## config.mk

```make
export PLATFORM = sky130hd
export DESIGN_NAME = lss_ram
export DESIGN_NICKNAME = d
export VERILOG_FILES = /design/src/hdl/lss_ram.sv
export SDC_FILE = /design/constraint.sdc
export NUM_CORES = 2
export LEC_CHECK = 0
export ABC_CLOCK_PERIOD_IN_PS = 5500
export BUFFER_PORTS_ARGS = -buffer_cell sky130_fd_sc_hd__buf_2
export CAP_MARGIN = 20
export CELL_PAD_IN_SITES_DETAIL_PLACEMENT = 1
export CELL_PAD_IN_SITES_GLOBAL_PLACEMENT = 1
export CORE_ASPECT_RATIO = 1.75
export CORE_UTILIZATION = 40
export DETAILED_ROUTE_END_ITERATION = 16
export GPL_TIMING_DRIVEN = 0
export MAX_ROUTING_LAYER = met4
export PLACE_DENSITY = 0.7
export SYNTH_ARGS = -nofsm -noshare
export SYNTH_HDL_FRONTEND = slang
export SYNTH_SLANG_ARGS = --single-unit
```

## constraint.sdc

```tcl
create_clock -name clock -period 5.5 [get_ports clock]
set_clock_uncertainty 0.1 [all_clocks]
set_input_delay 1.1 -clock clock [delete_from_list [all_inputs] [get_ports clock]]
set_output_delay 1.1 -clock clock [all_outputs]
set_load 0.02 [all_outputs]
```

## src/hdl/lss_ram.sv

```systemverilog
// ----------------------------------------------------------------------------
// Generic RAM
// Single write port, single registered read port.
// ----------------------------------------------------------------------------
module lss_ram #(
   parameter int Width = 32,
   parameter int Depth = 72
) (
   input  logic                     clock,
   input  logic                     wr_en,
   input  logic [$clog2(Depth)-1:0] wr_addr,
   input  logic [Width-1:0]         wr_data,
   input  logic [$clog2(Depth)-1:0] rd_addr,
   output logic [Width-1:0]         rd_data
);
   logic [Width-1:0] mem_ff [Depth];
   always_ff @(posedge clock) begin
      if (wr_en) mem_ff[wr_addr] <= wr_data;
      rd_data <= mem_ff[rd_addr];
   end
endmodule

```

* Word-level counts from Yosys, hierarchy flattened
Memories as Yosys holds them, arrays and structs flattened. A register that Yosys moved wholly into a read port is not among the register bits. Index checks and enable logic that the tools add are counted. W data, S select, Z words.
Cells by class: muxes and demuxes 2
Operator list (count):
- $mux W1 | 2
Word-level totals: register bits after elaboration 0, RAM bits 2304, input port bits 48, logic and storage cells 3, memories 1
Memory list:
- mem_ff | words 72, bits a word 32, rd ports 1, clocked after memory_dff 1, wr ports 1, line 16 | logic [Width-1:0] mem_ff [Depth];

* Logic depth before layout (Yosys ltp)
depth after elaboration 2, depth in mapped cells 10

* Worst setup path after synthesis
OpenSTA, ideal clock, no wires.
path type input port to flip-flop, from input wr_addr[5], to memory mem_ff[24][0] (enable), setup time 0.461 ns, arrival 3.808 ns, slack 1.131 ns, cell stages on the path 4, path buffers 0, cell sequence nor2_1 -> and3_1 -> nand3b_1 -> nor3_1
RTL lines:
- from (decl) | line 11 | input logic [$clog2(Depth)-1:0] wr_addr,
- to (decl) | line 16
Straight into the memory's write port.

==> flow_summary.toml <==
[clock_tree]
numCtsBuffers = 208
cts_tree = "done"
clock-sinks = 2336
worstSkewPairLatency_ps = 880
post_cts_buffers = 0
postCtsHoldBufs = 0
cts.clk_slew.worst_paths_ps = 70
root_buffer = "clkbuf_16"
cts.repair.resized = 0
h-tree-depth = 4
clock_path_buffers = 4

[timing]
fmax_ghz = 0.193
rsz0062_at_grt = "no"
slew_headroom_pct = 18.4
slew_viol_final = 0
tightest_slew_ps = 1220
finalSetupViolations = 0
fin_ws_ps = 314
hold_violations = 0
fin_crit_sh_pct = 94.3
period_needed_ps = 5190

[drt]
wirelength_mm = 314
ant_nets = 0
drt-met1-wl_mm = 99.3
met3_wirelength_mm = 28.3
dr.max_layer_used = "met4"
drc = 0
via_count = 46700
post_drt_via_cell_ratio = 6.36
drt-pass1-iter-count = 6
post_drt_wl_per_cell_um = 42.7
first_iter_violations = 7094
wl_met2_mm = 155

[synth]
ys_types = 42
synth_nets = 3865
synthArstFlopShare_pct = 0
synth-edff-count = 2304
yosysTopAreaCell = "edfxtp_1"
synth_common_cells = "edfxtp_1 (2304), mux4_2 (555), mux2i_1 (119), mux2_2 (109), a22oi_1 (92)"
netlist.area_leader.share_pct = 78.0
yosysMostFrequentCell = "edfxtp_1"
yosys_warnings = 0
synth_area_per_cell_um2 = 23.2
synth_seq_area_share_pct = 78.7
postSynthCellCount = 3817
synthFlopType = "edfxtp_1"
synth_area_um2 = 88700
synth_seq_cells = 2336
ys_top_cells_by_area = "edfxtp_1 (78%), mux4_2 (14%), mux2_2 (1.4%)"

[pwr]
p_per_area_nw_per_um2 = 350
ir_drop_uv = 248
p_leak_uw = 0.0321

[layout]
post-route-util_pct = 46.9
layout-drive-gt1-share_pct = 31.9
area_delta_synth_final_pct = 16.6
fin_area_um2 = 103000
final_nets = 4340

[worst_hold_path]
hold_depth = 1
hp-class = "in2reg"

[placement]
io_buffer_count = 75
dp_hpwl_mm = 216
place_area_um2 = 96700
gp_congestion = 0.893
dp_slack_ps = -251

[critical_path]
cp.arrival_ps = 5750
slowest_delay_ps = 920
r2r_cells = 5
start_kind = "input port"
cp_slowest_cell = "clkbuf_1"
cp_max_fo = 10
end_kind = "flop"
cp.required_ps = 6060
worstPathCellList = "buf_2 -> clkbuf_1 -> buf_2 -> clkbuf_1 -> nand2_1 -> nor3_1 -> nor4_1 -> a211oi_1"
crit_type = "in2reg"

[floorplan]
die_w_um = 358
die_area_um2 = 224000
num_io_pins = 80
num_rows = 228
initial_core_util_pct = 40.2
die_h_um = 625
core_area_um2 = 221000

[run]
drv_cap = 0

[status]
status = "finished clean"

[global_routing]
grt_pass1_wl_mm = 418
first_global_vias = 47900
grt_max_degree = 73
gr-total-overflow = 0
antenna_found_initial = 20
grt_usage_pct = 28.9
## placed cells by master (no fill, tap or decap), drive strengths merged, types with 35 or more instances in the layout
master	instances
a211oi	35
a22oi	92
buf	393
clkbuf	329
clkinv	86
edfxtp	2304
mux2	109
mux2i	119
mux4	555
nand2	46
nor2	84
o22ai	57
## final cells by class
type                       count  area [um^2]
antenna                       14         35.0
buffer                       205         1090
clock buffer                 252         5430
clock inverter               118          986
fill                       19600       117000
inverter                       1         3.75
multi-input combinational   1275        18400
sequential                  2336        69800
tap                         2875         3600
timing repair buffer         265         4130
## path summary, 6_finish.rpt
| kind | start | end | slack, ps |
|---|---|---|---|
| max | rd_addr[4] | rd_data[28] | 310 |
| max reg2reg | mem_ff[15][21] | rd_data[21] | 2340 |
| min | wr_data[15] | mem_ff[44][15] | 510 |
| min reg2reg | mem_ff[66][2] | rd_data[2] | 760 |
## cell families after synthesis
group | Yosys count | share of synthesized area, %
compound gates | 257 | 2.04
simple gates | 235 | 1.22
buf+inv | 206 | 1.23
mux | 783 | 16.8
flops | 2336 | 78.7
## power by group
group | switching, uW | total, uW | internal, uW
clock | 6660 | 14400 | 7710
sequential | 24.7 | 19700 | 19600
combinational | 1450 | 2160 | 709
total | 8130 | 36200 | 28000
## per-layer routing
metal  vias to the layer above  GRT usage, %
met5                         -             -
met4                         0          23.1
met3                      1056          5.07
met2                      3394          46.7
met1                     25000          31.2
li1                      17300             -
## through the flow
| stage | setup TNS [ps] | std cells | total power, uW | hold WS, ps |
|---|---|---|---|---|
| detailed placement | -448 | 6942 | 22100 | 749 |
| global placement | -2526240 | 6767 | 22000 | 747 |
| finish | 0 | 7341 | 36200 | 512 |
| floorplan | 0 | 3817 | 21000 | 651 |
| CTS | 0 | 7312 | 36200 | 557 |
| global route | 0 | 7338 | 36800 | 505 |
## sequential cells by signal, indices dropped and copies added (netlist names)
register,count
mem_ff,2304
rd_data,32
## worst max-delay path, delay by kind of cell
family,cells,cell delay (ps)
and+or+nand+nor,3,1820
AOI/OAI and AO/OA,1,710
buffers and inverters,4,2080
Note: power is estimated with default switching activity, not from simulation.
