--- src/hdl/lss_pkg.sv ---
// ----------------------------------------------------------------------------
// LU solver package
// Shared constants and widths for the LU linear system solver.
// ----------------------------------------------------------------------------
package lss_pkg;
   localparam int MaxOrder   = 8;
   localparam int RowStride  = MaxOrder + 1;
   localparam int StoreDepth = MaxOrder * RowStride;
   localparam int AddrWidth  = $clog2(StoreDepth);
   localparam int IdxWidth   = $clog2(RowStride);
   localparam int PosWidth   = $clog2(MaxOrder);
   localparam int DataWidth  = 32;
   localparam logic signed [DataWidth-1:0] SatHi = {1'b0, {(DataWidth-1){1'b1}}};
   localparam logic signed [DataWidth-1:0] SatLo = {1'b1, {(DataWidth-1){1'b0}}};

   typedef logic signed [DataWidth-1:0] word_type;

   function automatic word_type sat64(input logic signed [63:0] v);
      word_type r;
      if (v > 64'(SatHi)) r = SatHi;
      else if (v < 64'(SatLo)) r = SatLo;
      else r = v[DataWidth-1:0];
      return r;
   endfunction

   function automatic logic [AddrWidth-1:0] addr_of(input logic [IdxWidth-1:0] r,
                                                     input logic [IdxWidth-1:0] c);
      logic [AddrWidth+IdxWidth:0] t;
      t = ((AddrWidth+IdxWidth+1)'(r) * (AddrWidth+IdxWidth+1)'(RowStride))
          + (AddrWidth+IdxWidth+1)'(c);
      return t[AddrWidth-1:0];
   endfunction
endpackage

--- src/hdl/lss_divider.sv ---
// ----------------------------------------------------------------------------
// Q16.16 divider
// Restoring divider, one quotient bit per cycle, saturated signed result.
// ----------------------------------------------------------------------------
module lss_divider (
   input  logic                    clock,
   input  logic                    reset,
   input  logic                    start,
   input  lss_pkg::word_type       num,
   input  lss_pkg::word_type       den,
   output logic                    done,
   output lss_pkg::word_type       quo
);
   import lss_pkg::*;
   localparam int NumBits = DataWidth + 16;

   logic [NumBits-1:0] dvd_ff;
   logic [NumBits-1:0] q_ff;
   logic [NumBits:0]   rem_ff;
   logic [DataWidth-1:0] dvs_ff;
   logic                 neg_ff;
   logic [$clog2(NumBits+1)-1:0] cnt_ff;
   logic                 busy_ff;
   logic [NumBits:0]     shifted;
   logic [NumBits:0]     diff;
   logic [NumBits-1:0]   a_abs;
   logic [DataWidth-1:0] d_abs;
   logic signed [63:0]   sq;

   assign a_abs = num[DataWidth-1] ? NumBits'(-{{16{num[DataWidth-1]}}, num}) << 16
                                   : NumBits'({{16{1'b0}}, num}) << 16;
   assign d_abs = den[DataWidth-1] ? DataWidth'(-den) : DataWidth'(den);
   assign shifted = {rem_ff[NumBits-1:0], dvd_ff[NumBits-1]};
   assign diff    = shifted - (NumBits+1)'(dvs_ff);

   always_ff @(posedge clock) begin
      if (reset) begin
         busy_ff <= 1'b0;
         done    <= 1'b0;
         cnt_ff  <= '0;
      end else begin
         done <= 1'b0;
         if (start) begin
            busy_ff <= 1'b1;
            cnt_ff  <= ($clog2(NumBits+1))'(NumBits);
         end else if (busy_ff) begin
            cnt_ff <= cnt_ff - 1'b1;
            if (cnt_ff == 1) begin
               busy_ff <= 1'b0;
               done    <= 1'b1;
            end
         end
      end
   end

   always_ff @(posedge clock) begin
      if (start) begin
         dvd_ff <= a_abs;
         dvs_ff <= d_abs;
         rem_ff <= '0;
         q_ff   <= '0;
         neg_ff <= num[DataWidth-1] ^ den[DataWidth-1];
      end else if (busy_ff) begin
         dvd_ff <= dvd_ff << 1;
         if (!diff[NumBits]) begin
            rem_ff <= diff;
            q_ff   <= {q_ff[NumBits-2:0], 1'b1};
         end else begin
            rem_ff <= shifted;
            q_ff   <= {q_ff[NumBits-2:0], 1'b0};
         end
      end
   end

   assign sq  = neg_ff ? -$signed(64'(q_ff)) : $signed(64'(q_ff));
   assign quo = sat64(sq);
endmodule

--- config.mk ---
export PLATFORM = sky130hd
export DESIGN_NAME = lss_divider
export DESIGN_NICKNAME = d
export VERILOG_FILES = /design/src/hdl/lss_pkg.sv /design/src/hdl/lss_divider.sv
export SDC_FILE = /design/constraint.sdc
export NUM_CORES = 1
export LEC_CHECK = 0
export ABC_CLOCK_PERIOD_IN_PS = 5900
export BUFFER_PORTS_ARGS = -buffer_cell sky130_fd_sc_hd__buf_2
export CORE_UTILIZATION = 30
export DETAILED_ROUTE_END_ITERATION = 8
export GPL_TIMING_DRIVEN = 1
export MAX_ROUTING_LAYER = met4
export PLACE_DENSITY = 0.55
export REMOVE_ABC_BUFFERS = 1
export SLEW_MARGIN = 0
export SYNTH_ARGS = -nofsm -noshare
export SYNTH_HDL_FRONTEND = slang
export SYNTH_SLANG_ARGS = --single-unit
--- constraint.sdc ---
create_clock -name clock -period 5.9 [get_ports clock]
set_input_delay 0 -clock clock [delete_from_list [all_inputs] [get_ports clock]]
set_output_delay 0 -clock clock [all_outputs]
set_load 0.02 [all_outputs]
# After elaboration in Yosys (flattened, before gate mapping)
# Index checks and enable logic that the tools add are counted.
[op_classes] add_sub_neg=5 magnitude_cmp=2 n_eq_ne=1 muxes=15 bitwise=2 n_reduce_logical=3
[ops] op="$mux 48" n=4
[ops] op="$gt 64x32->1 const B" n=1
[ops] op="$lt 64x32->1 const B" n=1
[ops] op="$mux 32" n=2
[ops] op="$mux 64" n=1
[ops] op="$neg 32->32" n=2
[ops] op="$neg 48->64" n=1
[ops] op="$sub 49x32->49" n=1
[ops] op="$mux 31" n=1
[ops] op="$mux 6" n=2
[ops] op="$eq 6x1->1 const B" n=1
[ops] op="$sub 6x1->6 const B" n=1
[ops] op="$mux 1" n=5
[ops] op="$reduce_or 3->1" n=1
[ops] op="$reduce_bool 2->1" n=1
[ops] op="$reduce_or 2->1" n=1
[ops] op="$not 1->1" n=1
[ops] op="$xor 1x1->1" n=1
[word_totals] reg_bits=185 in_bits=67 output_inout_bits=33 word_cells=38

# Longest topological paths before layout
# Gate-level depths: netlist of the first run.
[depth] word_depth=5 ltp_mapped=13 mapped_depth_nobuf=11

# Worst setup path before layout of the first run
# Ideal clock, no wire load.
[synth_timing] path_type="register to register" start="register dvd_ff[47]" end="register rem_ff[35]" setup_ps=120 t_arrival_ps=3074 setup_slack_ps=2707 stages_incl_launch_ff=13 n_path_buf=1 period_less_slack_ps=3193 cell_sequence="edfxtp_1 inv_1 ha_1 fa_1 nand2b_1 a21oi_1 o32ai_1 o211ai_1 o211a_1 or4_1 buf_2 o31a_1 o31a_1"
[synth_via] elab_chain_cells=2
[synth_lines] item="start: declaration" line_no="lss_divider.sv:17" text="logic [NumBits-1:0] dvd_ff;"
[synth_lines] item="start signal: assignment" line_no="lss_divider.sv:58" text="dvd_ff <= a_abs;"
[synth_lines] item="start signal: assignment" line_no="lss_divider.sv:64" text="dvd_ff <= dvd_ff << 1;"
[synth_lines] item="$sub 49x32->49" line_no="lss_divider.sv:34" text="assign diff = shifted - (NumBits+1)'(dvs_ff);"
[synth_lines] item="$mux 48" line_no="lss_divider.sv:65" text="if (!diff[NumBits]) begin"
[synth_lines] item="end signal: assignment" line_no="lss_divider.sv:66" text="rem_ff <= diff;"
[synth_lines] item="end signal: assignment" line_no="lss_divider.sv:69" text="rem_ff <= shifted;"
[synth_lines] item="end: declaration" line_no="lss_divider.sv:19" text="logic [NumBits:0] rem_ff;"
# No other way between the ends.
# A chain may end at the register's enable or synchronous reset.

# Final worst setup path of the first run
[layout_timing] start="register q_ff[26]" end="output port quo[13]"
[layout_via] elab_chain_cells=5 elab_cells_between_ends=6
[layout_lines] item="start: declaration" line_no="lss_divider.sv:18" text="logic [NumBits-1:0] q_ff;"
[layout_lines] item="start signal: assignment" line_no="lss_divider.sv:67" text="q_ff <= {q_ff[NumBits-2:0], 1'b1};"
[layout_lines] item="start signal: assignment" line_no="lss_divider.sv:70" text="q_ff <= {q_ff[NumBits-2:0], 1'b0};"
[layout_lines] item="$neg 48->64" line_no="lss_divider.sv:75" text="assign sq = neg_ff ? -$signed(64'(q_ff)) : $signed(64'(q_ff));"
[layout_lines] item="$mux 64 (*)" line_no="lss_divider.sv:75"
[layout_lines] item="$lt 64x32->1" line_no="lss_pkg.sv:21" text="else if (v < 64'(SatLo)) r = SatLo;"
[layout_lines] item="$mux 32" line_no="lss_pkg.sv:21"
[layout_lines] item="$mux 32 (*)" line_no="lss_pkg.sv:20" text="if (v > 64'(SatHi)) r = SatHi;"
[layout_lines] item="end: declaration" line_no="lss_divider.sv:12" text="output lss_pkg::word_type quo"
# Mark *: on every way between the ends. The rest lies on a longest branch, timed or not.

==> results of run 1 <==
cell usage in the layout (no fill, tap or decap), drive strengths merged, types with 10 or more instances in the layout:
| cell type | Yosys | layout |
|---|---|---|
| nand2b | 13 | 13 |
| xnor2 | 67 | 67 |
| buf | 17 | 111 |
| ha | 37 | 37 |
| xor2 | 72 | 72 |
| inv | 53 | 62 |
| a21oi | 64 | 64 |
| nand2 | 126 | 126 |
| o31ai | 32 | 32 |
| or3 | 19 | 19 |
| clkbuf | 67 | 17 |
| nor4 | 25 | 25 |
| dfxtp | 104 | 104 |
| nand4 | 22 | 22 |
| nor3 | 30 | 30 |
| a21o | 14 | 14 |
| a311oi | 36 | 36 |
| nor2 | 173 | 173 |
| or4 | 27 | 27 |
| mux2i | 52 | 52 |
| nand3 | 17 | 17 |
| dlygate4sd3 | 0 | 74 |
| a211oi | 10 | 10 |
| edfxtp | 65 | 65 |
| o41ai | 22 | 22 |
| o21ai | 86 | 86 |
logic make-up (layout without fill, tap and decap cells):
kind of cell    Yosys count  after routing  share of synthesized area (%)
mux                      55             55                          4.714
fa+ha+maj                38             38                          4.108
simple gates            498            498                          21.30
flops                   169            169                          34.31
buf+inv                 138            271                          5.236
compound gates          331            331                          19.97
xor+xnor                139            139                          10.35
sequential cells by signal (all words and copies together) (netlist names):
signal,flops
q_ff,48
rem_ff,48
dvs_ff,32
dvd_ff,32
busy_ff,1
done,1
neg_ff,1
cnt_ff,6
power breakdown:
| group | switching (mW) | leakage, nW | internal, mW |
|---|---|---|---|
| clock | 0.547 | 0.294 | 0.607 |
| sequential | 0.0759 | 1.49 | 1.32 |
| combinational | 0.752 | 3.70 | 0.504 |
| total | 1.37 | 5.48 | 2.43 |
layout make-up:
type / count / area share, %
multi-input combinational: 1061 / 51.11
sequential: 169 / 28.94
timing repair buffer: 185 / 9.550
tap: 518 / 4.645
clock buffer: 17 / 3.049
inverter: 54 / 1.453
clock inverter: 15 / 1.255
final timing paths:
path,start,end,cells after the start
worst max-delay path,q_ff[26],quo[13],10
worst min-delay path,start,rem_ff[38],2
worst max register to register,dvd_ff[47],rem_ff[5],12
worst min register to register,rem_ff[5],rem_ff[6],2
critical path: cells and delay by family, from the launching register on:
kind	cells	cell delay, ns
AND/OR/NAND/NOR	4	1.77
AO/OA/AOI/OAI	3	1.26
buffers and inverters	2	0.48
flip-flops	1	0.36
XOR/XNOR	1	0.24
routing by layer:
| layer | track usage, % | wire length (microns) | vias to the layer above |
|---|---|---|---|
| li1 | - | - | 5265 |
| met1 | 19.76 | 14380 | 4788 |
| met2 | 25.35 | 13870 | 184 |
| met3 | 2.839 | 1027 | 37 |
| met4 | 4.778 | 493 | 0 |
| met5 | - | 0 | - |
==> out/qor.txt, run 1 <==
GRT Util Overall: 15.65%
TritonCTS clock tree: done
delay of the slowest cell on the worst path: 0.72 ns
peak supply drop: 0.0002137 V
clock transition at the registers of the reported paths: 0.07 ns
Fin. Hold Viols: 0
Least-Margin Pin Slew: 1.169 ns
status: finished, final reports clean
share of the synthesized area in the top cell type: 17.71%
NumNets Final: 1,593
CP cell instances: nor3_1 > nand4_1 > o41ai_1 > xor2_1 > nand3_1 > or4_4 > o31ai_4 > buf_4 > o21ai_1 > buf_2
largest net degree at the start of global routing: 77
placed cell areas: 12,610 sq um
first-pass GRT wire length: 49.05 mm
vias per inst: 5.089
post-synth cell types: 88
setup TNS: 0 ns
Clock Path Buffers: 2
P_leak: 5.478 nW
clock skew: 0.01339 ns
total setup buffers inserted after CTS: 0
Worst slew margin: 22.07%
Power Density: 272.4 nW/um^2
Clk Latency, worst-skew pair: 0.45 ns
ANT nets after route: 0
die width: 200.0 microns
final instance area: 13,950 sq um
Fillers: 3,972
part of the Yosys area used for sequential elements: 34.31%
Reg area: 4038 sq um
Design Power: 3.801 mW
Hold-fix buffers, CTS: 74
fin. max-slew vios: 0
Worst EP arrival: 4.55 ns
drt first-iter violations: 450
layout cells sized above 1: 12.99%
num ports: 100
Inserted Diodes: 0
cell count after synthesis: 1,368
total gr overflow: 0
Chip Height: 200.0 microns
Final Util: 36.10%
Post-Place Cells: 1,913
Core Area: 38,650 sq um
Post-Layout Cell Count: 2,019
Initial Utilization: 30.42%
DRT Pass-1 Iters: 5
Max H-tree Level: 4
final worst slack: 1.354 ns
Avg WL per Cell: 14.74 microns
Yosys warning total: 0
Yosys top cell by area: dfxtp_1
required time of the critical path: 5.90 ns
FFs w/ async S/R, synth: 0%
Max FO, Critical Path: 15
pre-CTS setup slack: 1.741 ns
# DRC: 0
top post-synthesis cells by area: dfxtp_1, edfxtp_1, nor2_1
post-CTS sizing: 0
synthesized area per cell: 8.595 sq um
final setup vio count: 0
Post-synth EDFFs: 65
post-synthesis register bit count: 169
top cells by count, synth: nor2_1, nand2_1, dfxtp_1
register-to-register path setup slack: 1.75 ns
vias in the first global route: 9,811
initial antenna violation count: 0
fmax: 220.0 MHz
area of the multi-input gates: 7132 sq um
gpl congestion: 0.8560
Area Growth Syn to Fin: 18.68%
Hold WC Path Type: input port to register
Worst Hold Margin: 0.07220 ns
CP Capture Type: output pin
fin crit share: 77.05%
Root Buffer: clkbuf_16
ys flop type: dfxtp_1
total of max-cap violations: 0
Syn Std Cell Area: 11,760 sq um
area of the die: 39,990 sq um
crit path time final: 4.546 ns
Worst Path Class, Setup: register to output pin
Vias: 10,274
CTS Sinks: 169
PortBufs: 99
dpl hpwl: 20.98 mm
RSZ-0062 raised after global routing: no
top-count cell post-synth: nor2_1
CP startpoint kind: register
row cnt: 72
Num CTS Buffers: 17
DRT Wirelength: 29.77 mm
CP max stage cell: nor3_1
(Power assumes the default switching activity.)
==> inputs of run 2 (changes only) <==
ABC_CLOCK_PERIOD_IN_PS = 4170   (was 5900)
PLACE_DENSITY = 0.56   (was 0.55)
clock period = 4.17 ns   (was 5.9 ns; I/O delays follow)
==> run 2 against run 1 <==
Compared with the run above:
- non-clock buffer count grew 8
- worst setup slack worse by 1.1 ns
- register-to-register slack got worse by 1.4 ns
- die area unchanged
- final cell count increased by 0.40%
- hold slack got worse by 0.046 ns
- wire length grew 1.7%
- critical path depth is 2 higher
- via count grew 2.2%
- clock skew rose by 0.0011 ns
- critical path type unchanged
- clock power rose by 36%
- sequential power is 41% higher
==> out/qor.txt, run 2 (same netlist as run 1, synthesis figures left out) <==
final worst slack: 0.2916 ns (was 1.354 ns)
Clk Latency, worst-skew pair: 0.44 ns (was 0.45 ns)
# DRC: 0 (unchanged)
Fillers: 4,002 (was 3,972)
Least-Margin Pin Slew: 1.123 ns (was 1.169 ns)
Vias: 10,498 (was 10,274)
die width: 200.0 microns (unchanged)
TritonCTS clock tree: done (unchanged)
Psw: 1.914 mW (was 1.374 mW)
layout cells sized above 1: 13.65% (was 12.99%)
P_leak: 5.507 nW (was 5.478 nW)
largest registers: q_ff x48, rem_ff x48 (unchanged)
dpl hpwl: 21.50 mm (was 20.98 mm)
Avg WL per Cell: 14.94 microns (was 14.74 microns)
Core Area: 38,650 sq um (unchanged)
CP Capture Type: output pin (unchanged)
total setup buffers inserted after CTS: 0 (unchanged)
Max FO, Critical Path: 31 (was 15)
ANT nets after route: 0 (unchanged)
CP startpoint kind: register (unchanged)
Worst Hold Margin: 0.02627 ns (was 0.07220 ns)
vias per inst: 5.179 (was 5.089)
CTS Sinks: 169 (unchanged)
Hold WC Path Type: input port to register (unchanged)
fin. max-slew vios: 0 (unchanged)
Worst EP arrival: 3.88 ns (was 4.55 ns)
Area Growth Syn to Fin: 19.07% (was 18.68%)
Sequential Power Share: 36.7% (was 36.6%)
setup TNS: 0 ns (unchanged)
gpl congestion: 0.8680 (was 0.8560)
Chip Height: 200.0 microns (unchanged)
num ports: 100 (unchanged)
row cnt: 72 (unchanged)
Worst slew margin: 25.10% (was 22.07%)
pre-CTS setup slack: 0.3216 ns (was 1.741 ns)
commonest non-fill, non-tap cell in the layout: nor2_1 (unchanged)
total gr overflow: 0 (unchanged)
Worst Path Class, Setup: register to output pin (unchanged)
final instance area: 14,000 sq um (was 13,950 sq um)
fin crit share: 93.01%
Switching Share: 35.83% (was 36.15%)
initial antenna violation count: 0 (unchanged)
first-pass GRT wire length: 49.56 mm (was 49.05 mm)
PortBufs: 99 (unchanged)
clock skew: 0.01444 ns (was 0.01339 ns)
Power Internal: 3.429 mW (was 2.427 mW)
DRT Wirelength: 30.29 mm (was 29.77 mm)
fmax: 257.8 MHz
total of max-cap violations: 0 (unchanged)
Clock Path Buffers: 2 (unchanged)
clock transition at the registers of the reported paths: 0.07 ns (about the same)
DRT Pass-1 Iters: 5 (unchanged)
Root Buffer: clkbuf_16 (unchanged)
Initial Utilization: 30.42% (unchanged)
status: finished, final reports clean (unchanged)
Fin. Hold Viols: 0 (unchanged)
Inserted Diodes: 0 (unchanged)
drt first-iter violations: 507 (was 450)
placed cell areas: 12,700 sq um (was 12,610 sq um)
RSZ-0062 raised after global routing: no (unchanged)
required time of the critical path: 4.17 ns (was 5.90 ns)
Max H-tree Level: 4 (unchanged)
Combinational Power Share: 34.0% (was 33.0%)
most frequent cells in the layout: nor2_1, nand2_1, dfxtp_1 (unchanged)
largest net degree at the start of global routing: 94 (was 77)
crit path time final: 3.878 ns
Num CTS Buffers: 17 (unchanged)
vias in the first global route: 9,874 (was 9,811)
Power Density: 381.6 nW/um^2 (was 272.4 nW/um^2)
final setup vio count: 0 (unchanged)
peak supply drop: 0.0003111 V (was 0.0002137 V)
GRT Util Overall: 15.78% (was 15.65%)
NumNets Final: 1,601 (was 1,593)
area of the die: 39,990 sq um (unchanged)
share of power burned in the clock network: 29.3% (was 30.4%)
[run 2: changes by cell type in the layout (fill, tap and decap cells not counted), sizes merged]
cell and delta:
buf +10, clkinv +2, clkinvlp +1, dlygate4sd3 -2
inv -3
[run 2: per-stage QoR]
step / instances / total power [mW] / util, %
2_1_floorplan: 1284 / 3.225 / -
3_3_place_gp: 1923 / 3.726 / 32.86
3_5_place_dp: 1923 / 3.745 / 32.86
4_1_cts: 2027 / 5.403 / 36.19
5_1_grt: 2027 / 5.683 / 36.22
6_report: 2027 / 5.343 / 36.22
[run 2: final timing paths]
path | cells past startpoint | slack [ns] | start | to
worst max-delay path | 12 | 0.29 | q_ff[0] | quo[0]
worst max register to register | 11 | 0.32 | dvd_ff[47] | rem_ff[46]
worst min-delay path | 3 | 0.03 | num[4] | dvd_ff[20]
worst min register to register | 2 | 0.50 | rem_ff[0] | rem_ff[0]
[run 2: layout make-up]
type	count	area (sq um)	area share (%)
clock buffer	17	425.4	3.039
timing repair buffer	193	1400	10.00
tap	518	648.1	4.630
multi-input combinational	1061	7147	51.05
sequential	169	4038	28.84
clock inverter	15	138.9	0.9920
inverter	54	202.7	1.448
[run 2: timing repair]
action | 4_1_cts | 5_1_grt
resized for setup | 0 | 4
endpoints found under the setup margin | 0 | 50
hold buffers | 72 | 0
hold endpoints to repair | 71 | 0
[run 2: worst max-delay path: stages, from the launching register on]
cell and delay (ns):
dfxtp_1 0.35, inv_1 0.12, ha_1 0.21, nor3b_4 0.28, nand4_4 0.21, or3_2 0.57, o21ai_0 0.26, nand3_1 0.12
or4_4 0.45, o31ai_4 0.31, buf_12 0.23, o21ai_0 0.13, buf_2 0.18
[run 2: metal layers]
metal	track usage [%]	wire [microns]	vias up
met2	25.96	14440	227
li1	-	-	5289
met1	20.10	14340	4946
met5	-	0	-
met4	4.184	457	0
met3	2.403	1047	36
[run 2: power groups by stage]
| stage | registers [mW] | clock network (mW) | logic [mW] |
|---|---|---|---|
| final | 1.96 | 1.56 | 1.82 |
| after global routing | 1.98 | 1.68 | 2.03 |
| after CTS | 1.96 | 1.63 | 1.81 |
| after detailed placement | 2.00 | 0 | 1.75 |
| after global placement | 1.99 | 0 | 1.73 |
| after floorplan | 1.99 | 0 | 1.23 |
